**src/sv/mtrc_pkg.sv**
```systemverilog
// shared types, codes and constants of the modbus tcp response checker
`default_nettype none

package mtrc_pkg;

    localparam int HeaderLen   = 6;
    localparam int CheckLen    = 0;
    localparam int ExcFrameLen = HeaderLen + 3 + CheckLen;

    localparam int AddrW      = 3;
    localparam int DataW      = 32;
    localparam int LimitReset = 12;

    localparam logic [7:0] FnExcFlag = 8'h80;

    localparam logic [7:0] FnReadCoils      = 8'd1;
    localparam logic [7:0] FnReadInputs     = 8'd2;
    localparam logic [7:0] FnReadHolding    = 8'd3;
    localparam logic [7:0] FnReadInputRegs  = 8'd4;
    localparam logic [7:0] FnReadExcStatus  = 8'd7;
    localparam logic [7:0] FnWriteCoils     = 8'd15;
    localparam logic [7:0] FnWriteRegs      = 8'd16;
    localparam logic [7:0] FnReportSlaveId  = 8'd17;

    localparam logic [1:0] StatusGood    = 2'd0;
    localparam logic [1:0] StatusTimeout = 2'd1;

    localparam logic [0:0] RegExcLimit = 1'b0;

    typedef enum logic [2:0] {
        V_OK            = 3'd0,
        V_MISMATCH      = 3'd1,
        V_TIMEOUT       = 3'd2,
        V_EXCEPTION     = 3'd3,
        V_BAD_EXCEPTION = 3'd4,
        V_PASSED        = 3'd5
    } t_verdict;

    typedef struct packed {
        logic [1:0]  receive_status;
        logic [7:0]  query_function;
        logic [15:0] query_quantity;
        logic [7:0]  reply_function;
        logic [7:0]  reply_byte_count;
        logic [15:0] reply_quantity;
        logic [8:0]  received_length;
    } t_item;

    typedef struct packed {
        t_verdict    verdict;
        logic [15:0] value_count;
        logic [7:0]  exception_value;
        logic [17:0] expected_length;
    } t_result;

endpackage

`default_nettype wire

```
**src/sv/mtrc_eval.sv**
```systemverilog
// length and verdict evaluation of one query and response word
`default_nettype none

module mtrc_eval (
    input  wire mtrc_pkg::t_item   i_item,
    input  wire logic [7:0]        i_exc_limit,
    output mtrc_pkg::t_result      o_res
);
    import mtrc_pkg::*;

    logic [13:0] bit_bytes;
    logic [17:0] body_len;
    logic [8:0]  exc_fn;
    logic        exc_frame;
    logic [15:0] want;
    logic [15:0] got;

    assign bit_bytes = {1'b0, i_item.query_quantity[15:3]} + 14'(|i_item.query_quantity[2:0]);

    always_comb begin
        unique case (i_item.query_function)
            FnReadCoils, FnReadInputs:
                body_len = 18'd3 + 18'(bit_bytes);
            FnReadHolding, FnReadInputRegs:
                body_len = 18'd3 + {1'b0, i_item.query_quantity, 1'b0};
            FnReadExcStatus:
                body_len = 18'd4;
            default:
                body_len = 18'd6;
        endcase
    end

    always_comb begin
        unique case (i_item.reply_function)
            FnReadCoils, FnReadInputs: begin
                want = 16'(bit_bytes);
                got  = {8'd0, i_item.reply_byte_count};
            end
            FnReadHolding, FnReadInputRegs: begin
                want = i_item.query_quantity;
                got  = {9'd0, i_item.reply_byte_count[7:1]};
            end
            FnWriteCoils, FnWriteRegs: begin
                want = i_item.query_quantity;
                got  = i_item.reply_quantity;
            end
            FnReportSlaveId: begin
                want = {7'd0, i_item.received_length};
                got  = {7'd0, i_item.received_length};
            end
            default: begin
                want = 16'd1;
                got  = 16'd1;
            end
        endcase
    end

    assign exc_fn    = {1'b0, i_item.query_function} + {1'b0, FnExcFlag};
    assign exc_frame = (i_item.received_length == 9'(ExcFrameLen))
                    && (exc_fn == {1'b0, i_item.reply_function});

    always_comb begin
        o_res.value_count     = 16'd0;
        o_res.exception_value = 8'd0;
        o_res.expected_length = body_len + 18'(HeaderLen + CheckLen);
        priority if (i_item.receive_status == StatusGood) begin
            if (want == got) begin
                o_res.verdict     = V_OK;
                o_res.value_count = got;
            end else begin
                o_res.verdict = V_MISMATCH;
            end
        end else if (i_item.receive_status == StatusTimeout) begin
            o_res.verdict = V_TIMEOUT;
            if (exc_frame) begin
                o_res.exception_value = i_item.reply_byte_count;
                o_res.verdict = (i_item.reply_byte_count < i_exc_limit)
                              ? V_EXCEPTION : V_BAD_EXCEPTION;
            end
        end else begin
            o_res.verdict = V_PASSED;
        end
    end

endmodule

`default_nettype wire

```
**config.mk**
```make
export PLATFORM = sky130hd
export DESIGN_NAME = mtrc_eval
export DESIGN_NICKNAME = d
export VERILOG_FILES = /design/src/sv/mtrc_pkg.sv /design/src/sv/mtrc_eval.sv
export SDC_FILE = /design/constraint.sdc
export NUM_CORES = 1
export LEC_CHECK = 0
export ABC_CLOCK_PERIOD_IN_PS = 3700
export BUFFER_PORTS_ARGS = -buffer_cell sky130_fd_sc_hd__buf_2
export CORE_ASPECT_RATIO = 1.25
export CORE_MARGIN = 2
export CORE_UTILIZATION = 48
export DETAILED_ROUTE_END_ITERATION = 7
export GPL_ROUTABILITY_DRIVEN = 0
export PLACE_DENSITY = 0.9
export SYNTH_ARGS = -nofsm -noshare
export SYNTH_HDL_FRONTEND = slang
export SYNTH_SLANG_ARGS = --single-unit
```
**constraint.sdc**
```tcl
create_clock -name vclk -period 3.7
set_input_delay 0.185 -clock vclk [all_inputs]
set_output_delay 0.185 -clock vclk [all_outputs]
set_load 0.01 [all_outputs]
```
## Word level (Yosys, flattened, before mapping)

Cells that the tools add are included.

| word-level totals | value |
|---|---|
| register bits | 0 |
| output and inout bits | 45 |
| input port bits | 75 |
| logic and storage cells | 44 |

| operators by class | value |
|---|---|
| mux-type cells | 13 |
| eq/ne operators | 16 |
| add/subtract/negate cells | 5 |
| $lt $le $gt $ge | 1 |
| reductions and logical operators | 9 |

Operator list:

| operator | number |
|---|---|
| 16-bit one-hot mux with 4 select lines | 1 |
| 18-bit one-hot mux with 3 select lines | 1 |
| 16-bit one-hot mux with 3 select lines | 1 |
| 8-bit by 2-bit equality test with 1-bit output, second input constant | 4 |
| 16-bit two-way mux | 2 |
| 8-bit by 3-bit equality test with 1-bit output, second input constant | 3 |
| 8-bit two-way mux | 3 |
| 18-bit by 3-bit adder with 18-bit output, second input constant | 1 |
| 2-bit by 17-bit adder with 18-bit output, first input constant | 1 |
| 16-bit equality test | 1 |
| 8-bit by 1-bit equality test with 1-bit output, second input constant | 2 |
| 8-bit by 5-bit equality test with 1-bit output, second input constant | 2 |
| 2-bit by 14-bit adder with 15-bit output, first input constant | 1 |
| 13-bit by 1-bit adder with 14-bit output | 1 |
| 3-bit two-way mux | 4 |
| 2-bit OR reduction | 5 |
| 8-bit by 8-bit adder with 9-bit output, second input constant | 1 |
| 9-bit by 4-bit equality test with 1-bit output, second input constant | 1 |
| 9-bit by 8-bit equality test with 1-bit output | 1 |
| 8-bit by 4-bit equality test with 1-bit output, second input constant | 1 |
| 8-bit less-than comparator | 1 |
| 4-bit OR reduction | 1 |
| 3-bit OR reduction | 1 |
| 2-bit by 1-bit equality test with 1-bit output, second input constant | 1 |
| other kinds (3) | 3 |

## Depth between registers and ports, before layout

Gate-level depths: netlist of the first run.

| depth | value |
|---|---|
| depth after elaboration | 6 |
| depth in mapped cells | 16 |
| gate-level depth less buffers | 15 |

## Least setup slack after synthesis of the first run

OpenSTA, ideal clock, no wires.

| timing path | value |
|---|---|
| kind | input-to-output |
| start point | input port i_item[43] in the netlist's numbering |
| end point | output port o_res[16] in the netlist's numbering |
| path buffers | 2 |
| stages | 15 |
| data arrival time | 3.534 ns |
| data required time | 3.515 ns |
| slack | -0.019 ns |
| cells stage by stage | clkbuf_1 nand2b_1 ha_1 buf_6 xor2_1 inv_1 ha_1 a311o_1 a211o_1 nor3_1 xor2_1 o22ai_1 nand4_2 or4_1 a21oi_1 |

RTL lines:

| what | RTL line | text |
|---|---|---|
| start: declaration | mtrc_eval.sv:5 | `input wire mtrc_pkg::t_item i_item,` |
| end: declaration | mtrc_eval.sv:7 | `output mtrc_pkg::t_result o_res` |

==> run metrics, run 1 <==
status=complete, no violations; WS Path Type=in2out; grt met3 use=2.814%; post-DP HPWL=9223 um; vias in the first global route=3990; final wirelength=11660 um; DIE AREA=7448 um^2; DP Cell Count=670; Layout clock buffers=0; non-filler cells, final=671; FF/Latch Area=0 um^2; Hold Startpoint=i_item[66]; ant diodes=0; Worst setup startpoint=i_item[41]; Vias=4299; GR Util met1=32.32%; initial antenna violation count=0; adder-cell share of the synthesized area=5.006%; Critical Path RT=3.51 ns; die width=77.59 um; Slew @ Worst Pin=0.5751 ns; grt ovf=0; xor and xnor area share after synthesis=15.83%; DR WL/cell=17.37 um; Synth Area in Compound Gates=29.03%; fin area=4015 um^2; PortBufs=120; grt peak-use layer=met2; Max Cap Viol=0; Nets=674; Hold Buf Count CTS=0; Max VDD drop=52.24 uV; CP bufs+invs=5; Max FO, Critical Path=4; PwrDens=81.57 nW/um^2; mux cell area share after synthesis=3.196%; sequential cell count=0; Tcrit/Tclk final=97.45%; first-pass GRT wire length=18040 um; core area=6565 um^2; Ports=120; DRT antenna net count=0; slowest CP cell=a211o_1; pin count of the biggest net entering global routing=25; first-pass iteration count of the detailed router=6; die height=95.99 um; post-layout minimum cycle time=3.606 ns; type of the worst min-delay path=in2out; max-slew violations=0; Final Hold Viols=0; YS warnings=0; Initial Utilization=49.49%; crit path DAT=3.42 ns; num rows=33; drt initial violations=450; slew margin rel.=61.37%; DR vias/cell=6.407; register area share after synthesis=0%; Static Leakage=1.706 nW; Layout Utilization=61.16%; Avg Inst Size Synth=6.784 um^2; Mapped Nets=567; share of layout cells above drive strength 1=31.51%; Worst setup EP type=primary output; unique cell type count in the Yosys netlist=80; fmax=277.4 MHz; mapped cell area=3249 um^2; Area Growth Syn to Fin=23.57%; Top Family by Delay on Critical Path=compound AO/OA/AOI/OAI gates; final setup vio count=0; Simple-Gate Fraction of Synth Area=38.58%; Total GRT Usage=28.76%; Mapped Cells=479; DRC viols=0; crit start category=primary input; CP peak stage delay=0.31 ns; met2 Use GR=53.09%; Placed Area=3908 um^2; crit-path cells=buf_2 > inv_1 > ha_2 > nand2b_4 > ha_4 > xor2_2 > inv_1 > ha_2 > a311o_1 > a211o_1 > xor2_2 > a21oi_2 > a311oi_4 > buf_4 > nand4_1 > or2_4 > xnor2_2 > buf_2; largest family of logic cells by synthesized area=simple AND/OR/NAND/NOR gates
-- tightest hold or removal path, stage by stage --
cell	delay (ns)
buf_2	0.11
a21o_1	0.08
buf_2	0.12
-- cells in the final DEF, fill, tap and decap left out, types with 4 or more instances in the layout --
cell type / Yosys / layout
buf_2: 16 / 120
nand2_1: 43 / 43
nor2_1: 37 / 36
xor2_1: 31 / 29
a21oi_1: 27 / 25
xnor2_1: 25 / 24
inv_1: 19 / 19
nand3_1: 19 / 19
buf_4: 7 / 19
nand4_1: 15 / 15
o21ai_0: 14 / 13
nor3_1: 12 / 12
nor4_1: 14 / 12
and2_1: 10 / 10
a22oi_1: 9 / 9
ha_1: 13 / 9
o22ai_1: 9 / 8
nand2b_1: 9 / 8
a21o_1: 8 / 8
a211oi_1: 8 / 8
mux2i_1: 7 / 7
nor2b_1: 6 / 6
or3_1: 5 / 5
and3_1: 4 / 4
and4_1: 4 / 4
nand3b_1: 4 / 4
o31ai_1: 4 / 4
a222oi_1: 4 / 4
-- report_power, final --
group          leakage (nW)  internal [mW]  total, mW  switching, mW
clock network             0              0          0              0
registers                 0              0          0              0
logic                  1.71          0.134      0.328          0.193
-- routing by layer --
layer	wire, um	vias up	share of wire [%]
met1	4280	1950	37
met2	5819	275	50
met4	660	0	5.7
li1	-	2010	-
met5	0	-	0
met3	895	64	7.7
-- cell families after synthesis --
kind of cell | count (synthesis)
AOI/OAI and AO/OA | 128
xor gates and xnor gates | 57
adders and majority gates | 13
buffers and inverters | 54
muxes | 10
and+or+nand+nor | 217
-- area by class of cell --
| type | count | area (um^2) |
|---|---|---|
| fill | 597 | 2550 |
| inverter | 19 | 71.32 |
| tap | 87 | 108.9 |
| multi-input combinational | 425 | 3080 |
| timing repair buffer | 140 | 754.5 |
-- stage by stage --
stage	hold WS (ns)	setup WS [ns]	setup TNS (ns)	total power, mW
after CTS	0.6859	0.03591	0	0.3072
after global routing	0.7092	-0.04930	-0.06937	0.3540
after detailed placement	0.6833	-0.01434	-0.01434	0.3058
after floorplan	0.4600	0.0003002	0	0.1995
final	0.6812	0.09448	0	0.3275
after global placement	0.6650	0.1714	0	0.2938
-- final timing paths --
kind              cells after the start  slack (ns)   endpoint
setup / recovery                     18        0.09  o_res[13]
hold / removal                        3        0.68  o_res[44]
-- Yosys cell counts (all sizes together), types with 6 or more instances --
cell	instances	area [um^2]
clkbuf	7	26.28
inv	19	71.32
o21ai	16	87.59
nor2	38	145.1
nand3	20	112.6
o22ai	9	56.30
a22oi	10	88.83
nand2b	9	56.30
nor3	13	70.07
nor4	15	100.1
nand4	19	152.7
buf	28	173.9
ha	13	162.7
a21o	8	60.06
a211oi	8	60.06
a21oi	29	152.7
mux2i	7	70.07
or3	6	42.54
xnor2	25	219.0
xor2	31	271.5
nor2b	6	37.54
and2	12	77.58
nand2	44	167.7
-- what timing repair did --
action                                  in CTS  in global routing
endpoints found under the setup margin       1                  5
buffers inserted                             0                  1
cloned                                       0                  0
resized for setup                            1                 19
pin swaps                                    0                  7
Power figures use the tool's default switching activity.
==> run 2, diff against run 1 <==
--- a/config.mk
+++ b/config.mk
@@ -13,6 +13,7 @@
 export DETAILED_ROUTE_END_ITERATION = 7
 export GPL_ROUTABILITY_DRIVEN = 0
 export PLACE_DENSITY = 0.9
+export SETUP_SLACK_MARGIN = 0.1
 export SYNTH_ARGS = -nofsm -noshare
 export SYNTH_HDL_FRONTEND = slang
 export SYNTH_SLANG_ARGS = --single-unit
==> run 2 against run 1 <==
Effect of this change: global-route usage decreased by 0.37 points; combinational power increased by 2%; cell count increased by 0.89%; worst setup slack got worse by 0.040 ns; count of clock-buffer cells in the layout unchanged; critical endpoint is now o_res[16]; wire length increased by 0.64%; die area unchanged; sequential share of layout area unchanged.
==> run metrics, run 2 (synthesis gave the netlist of run 1 again) <==
status=complete, no violations; Max Cap Viol=0 (unchanged); vias in the first global route=3885 (-2.6%); commonest non-fill, non-tap cells in the layout=buf_2, nand2_1, nor2_1, xor2_1, buf_4; crit path DAT=3.46 ns (+0.04 ns); DRT antenna net count=0 (unchanged); worst setup path endpoint=o_res[16]; first-pass iteration count of the detailed router=5 (-1); ant diodes=0 (unchanged); first-pass GRT wire length=17910 um (-0.76%); Final Hold Viols=0 (unchanged); Vias=4359 (+1.4%); PwrDens=82.18 nW/um^2 (+0.75%); commonest non-fill, non-tap cell in the layout=buf_2; DIE AREA=7448 um^2 (unchanged); Worst setup EP type=primary output; sequential cell count=0 (unchanged); Hold Buf Count CTS=0 (unchanged); final wirelength=11730 um (+0.64%); fmax=274.3 MHz (-1.1%); WS Path Type=in2out; DR vias/cell=6.439 (+0.50%); pin count of the biggest net entering global routing=25 (unchanged); Ports=120 (unchanged); grt ovf=0 (unchanged); Slew @ Worst Pin=0.5739 ns (-0.001189 ns); Critical Path RT=3.51 ns (about the same); slew margin rel.=61.57% (+0.21 points); final setup vio count=0 (unchanged); Nets=680 (+0.89%); post-DP HPWL=9219 um (about the same); Hold Startpoint=i_item[66]; PortBufs=120 (unchanged); Initial Utilization=49.49% (unchanged); dpl ws=-0.01675 ns (-0.002406 ns); max-slew violations=0 (unchanged); num rows=33 (unchanged); drt initial violations=550 (+22%); Total GRT Usage=28.39% (-0.37 points); DR WL/cell=17.33 um (-0.25%); post-layout minimum cycle time=3.645 ns (+0.03985 ns); Static Leakage=1.742 nW (+2.1%); DRC viols=0 (unchanged); Max VDD drop=49.90 uV (-4.5%); final setup margin=0.05463 ns (-0.03985 ns); Max FO, Critical Path=4 (unchanged); RSZ-0062 raised after global routing=true; crit start category=primary input; Layout clock buffers=0 (unchanged); die width=77.59 um (unchanged); Tcrit/Tclk final=98.52% (+1.1 points); Worst setup startpoint=i_item[42]; type of the worst min-delay path=in2out; Area Growth Syn to Fin=25.99%; core area=6565 um^2 (unchanged); initial antenna violation count=0 (unchanged); die height=95.99 um (unchanged); Layout Utilization=62.36% (+1.2 points); share of layout cells above drive strength 1=32.71% (+1.2 points); FF/Latch Area=0 um^2 (unchanged)
[run 2: through the flow]
step | instances | total power, mW | instance area, um^2 | TNS, ns | hold WS (ns)
2_1_floorplan | 479 | 0.2000 | 3263 | 0 | 0.4600
3_3_place_gp | 672 | 0.2944 | 3929 | 0 | 0.6670
3_5_place_dp | 672 | 0.3074 | 3929 | -0.02650 | 0.6879
4_1_cts | 672 | 0.3108 | 3953 | 0 | 0.6904
5_1_grt | 677 | 0.3604 | 4094 | -0.1111 | 0.7165
6_report | 677 | 0.3364 | 4094 | 0 | 0.6861
[run 2: repair_timing]
item                       CTS  global route
setup endpoints to repair    4            20
pin swaps                    1            13
setup buffers                0             5
hold endpoints to repair     0             0
resized for setup            5            23
[run 2: power by group]
part	switching (mW)	internal [mW]	total, mW
Sequential	0	0	0
Combinational	0.197	0.139	0.336
Clock	0	0	0
[run 2: final cells by class]
| type | instances | area, um^2 |
|---|---|---|
| multi-input cells | 425 | 3090 |
| fillers | 569 | 2471 |
| repair buffers | 146 | 815.8 |
| well taps | 87 | 108.9 |
| inverters | 19 | 78.83 |
[run 2: worst min path at each step]
| stage | end | slack [ns] | cells after the start |
|---|---|---|---|
| 6_report | o_res[44] | 0.69 | 3 |
| 5_1_grt | o_res[44] | 0.72 | 3 |
| 4_1_cts | o_res[44] | 0.69 | 3 |
| 2_1_floorplan | o_res[36] | 0.46 | 2 |
| 3_5_place_dp | o_res[44] | 0.69 | 3 |
| 3_3_place_gp | o_res[44] | 0.67 | 3 |
[run 2: routing by layer]
| layer | up-vias | global-route usage (%) | wire, um | share of wire [%] |
|---|---|---|---|---|
| met1 | 1972 | 31.85 | 4258 | 36 |
| met3 | 56 | 2.533 | 1039 | 8.9 |
| met2 | 308 | 53.81 | 5987 | 51 |
| li1 | 2023 | - | - | - |
| met4 | 0 | 13.54 | 445 | 3.8 |
| met5 | - | 0 | 0 | 0 |
[run 2: worst max-delay path, cell delays in order]
cell,delay (ns)
buf_8,0.10
inv_4,0.05
ha_4,0.13
nand2b_4,0.07
ha_4,0.17
xor2_2,0.24
inv_2,0.08
ha_4,0.17
a311o_1,0.33
a211o_1,0.35
xor2_2,0.17
a21oi_2,0.10
a311oi_4,0.31
nand4_2,0.19
or4_4,0.55
a21oi_2,0.12
buf_2,0.13
==> run 3, diff against run 2 <==
--- a/config.mk
+++ b/config.mk
@@ -5,7 +5,7 @@
 export SDC_FILE = /design/constraint.sdc
 export NUM_CORES = 1
 export LEC_CHECK = 0
-export ABC_CLOCK_PERIOD_IN_PS = 3700
+export ABC_CLOCK_PERIOD_IN_PS = 3270
 export BUFFER_PORTS_ARGS = -buffer_cell sky130_fd_sc_hd__buf_2
 export CORE_ASPECT_RATIO = 1.25
 export CORE_MARGIN = 2
==> constraint.sdc (replaced) <==
create_clock -name vclk -period 3.27
set_input_delay 0.1635 -clock vclk [all_inputs]
set_output_delay 0.1635 -clock vclk [all_outputs]
set_load 0.01 [all_outputs]
==> run 3 against run 2 <==
Effect of this change: flip-flop and latch count unchanged; via count increased by 7.3%; count of clock-buffer cells in the layout unchanged; first-iteration DRC count increased by 20%; highest routed layer unchanged; final area increased by 15%; worst setup slack got worse by 0.15 ns; largest power group unchanged; the run now ends with negative setup slack left; combinational power increased by 28%; die area unchanged; global-route usage increased by 3.0 points; total power increased by 28%; critical endpoint unchanged; wire length increased by 11%; cell count increased by 7.7%.
==> run metrics, run 3 (synthesis gave the netlist of run 1 again) <==
CP peak stage delay=0.49 ns (-0.06 ns); final wirelength=12990 um (+11%); final setup margin=-0.09098 ns (-0.1456 ns); CP bufs+invs=5 (+1); Tcrit/Tclk final=102.8%; Top Family by Delay on Critical Path=simple AND/OR/NAND/NOR gates; die width=77.59 um (unchanged); highest routed layer=met4; PwrDens=91.46 nW/um^2 (+11%); sequential cell count=0 (unchanged); Max Cap Viol=0 (unchanged); crit path DAT=3.20 ns (-0.26 ns); slowest CP cell=or4_4; Placed Area=4315 um^2 (+9.8%); DR vias/cell=6.416 (-0.36%); DRT antenna net count=0 (unchanged); Slew @ Worst Pin=0.5927 ns (+0.01887 ns); wire length on met2=6393 um (+6.8%); drt initial violations=660 (+20%); post-layout minimum cycle time=3.361 ns; fmax=297.5 MHz; DRC viols=0 (unchanged); grt ovf=0 (unchanged); initial antenna violation count=0 (unchanged); commonest non-fill, non-tap cells in the layout=buf_2, buf_4, nand2_1, nor2_1, xor2_1; core area=6565 um^2 (unchanged); Max FO, Critical Path=4 (unchanged); first-pass GRT wire length=19690 um (+9.9%); Total GRT Usage=31.35% (+3.0 points); share of layout cells above drive strength 1=42.21% (+9.5 points); Max VDD drop=62.27 uV (+25%); commonest non-fill, non-tap cell in the layout=buf_2; metal3 WL=1146 um (+10%); Worst setup startpoint=i_item[42]; Worst setup EP type=primary output; post-DP HPWL=9633 um (+4.5%); Initial Utilization=49.49% (unchanged); slew margin rel.=60.12% (-1.5 points); FF/Latch Area=0 um^2 (unchanged); worst setup path endpoint=o_res[16]; PortBufs=120 (unchanged); num rows=33 (unchanged); pin count of the biggest net entering global routing=17 (-32%); ant diodes=0 (unchanged); first-pass iteration count of the detailed router=6 (+1); RSZ-0062 raised after global routing=true; Ports=120 (unchanged); fin area=4691 um^2 (+15%); Hold Buf Count CTS=0 (unchanged); met1 wire length=4801 um (+13%); Area Growth Syn to Fin=44.36%; DR WL/cell=17.82 um (+2.9%); DIE AREA=7448 um^2 (unchanged); type of the worst min-delay path=in2out; status=finished with violations; WS Path Type=in2out; instance count on the critical path=17 (unchanged); failing checks=negative setup slack; max-slew violations=0 (unchanged); final setup vio count=5 (+5); Nets=732 (+7.6%); Hold WS=0.6330 ns (-0.05309 ns); die height=95.99 um (unchanged); Pwr Total=0.4290 mW (+28%); Layout clock buffers=0 (unchanged); crit-path cells=buf_6 > inv_2 > ha_4 > nand2b_4 > ha_1 > nand2_2 > buf_4 > o31a_1 > or2_2 > buf_4 > nand3_2 > or4_4 > a31o_4 > nand3_4 > or4_4 > a21oi_2 > buf_2; Critical Path RT=3.11 ns (-0.40 ns); Final Hold Viols=0 (unchanged); crit start category=primary input; Static Leakage=2.098 nW (+20%); Vias=4677 (+7.3%); vias in the first global route=4402 (+13%)
## run 3: cell types whose count changed in the layout (fill, tap and decap cells not counted), sizes merged
cell	before	now
buf	146	198
## run 3: layout make-up
class / instances / area, um^2
tap: 87 / 108.9
fill: 465 / 1874
multi-input combinational: 425 / 3287
inverter: 19 / 73.82
timing repair buffer: 198 / 1221
## run 3: stage by stage
| stage | instances | worst slack [ns] | utilization, % | TNS, ns |
|---|---|---|---|---|
| CTS | 723 | -0.09085 | 68.12 | -0.1194 |
| global route | 729 | -0.2253 | 71.45 | -1.872 |
| floorplan | 479 | -0.09684 | - | -0.09684 |
| finish | 729 | -0.09098 | 71.45 | -0.2220 |
| detailed placement | 716 | -0.2276 | 65.73 | -0.8145 |
| global placement | 716 | -0.1514 | 65.73 | -0.2397 |
## run 3: what timing repair did
| action | 4_1_cts | 5_1_grt |
|---|---|---|
| pin swaps | 14 | 22 |
| buffers inserted | 7 | 7 |
| setup endpoints to repair | 27 | 28 |
| resized for setup | 23 | 35 |
## run 3: worst min-delay path: cells and delay by family
kind	cells	cell delay (ns)
buffers and inverters	2	0.22
AOI/OAI and AO/OA	1	0.08
## run 3: worst min path at each step
stage	to	startpoint	slack (ns)	cells past startpoint
global placement	o_res[44]	i_item[66]	0.62	3
finish	o_res[44]	i_item[66]	0.63	3
CTS	o_res[44]	i_item[66]	0.63	3
global route	o_res[44]	i_item[66]	0.65	3
detailed placement	o_res[44]	i_item[66]	0.63	3
floorplan	o_res[36]	i_item[19]	0.42	2
## run 3: where the power goes
group          switching, mW  internal (mW)
logic                  0.240          0.189
registers                  0              0
clock network              0              0
total                  0.240          0.189
## run 3: routing by layer
metal | up-vias | track usage, %
met2 | 342 | 58.55
li1 | 2127 | -
met4 | 0 | 14.58
met1 | 2129 | 35.64
met5 | - | 0
met3 | 79 | 3.377
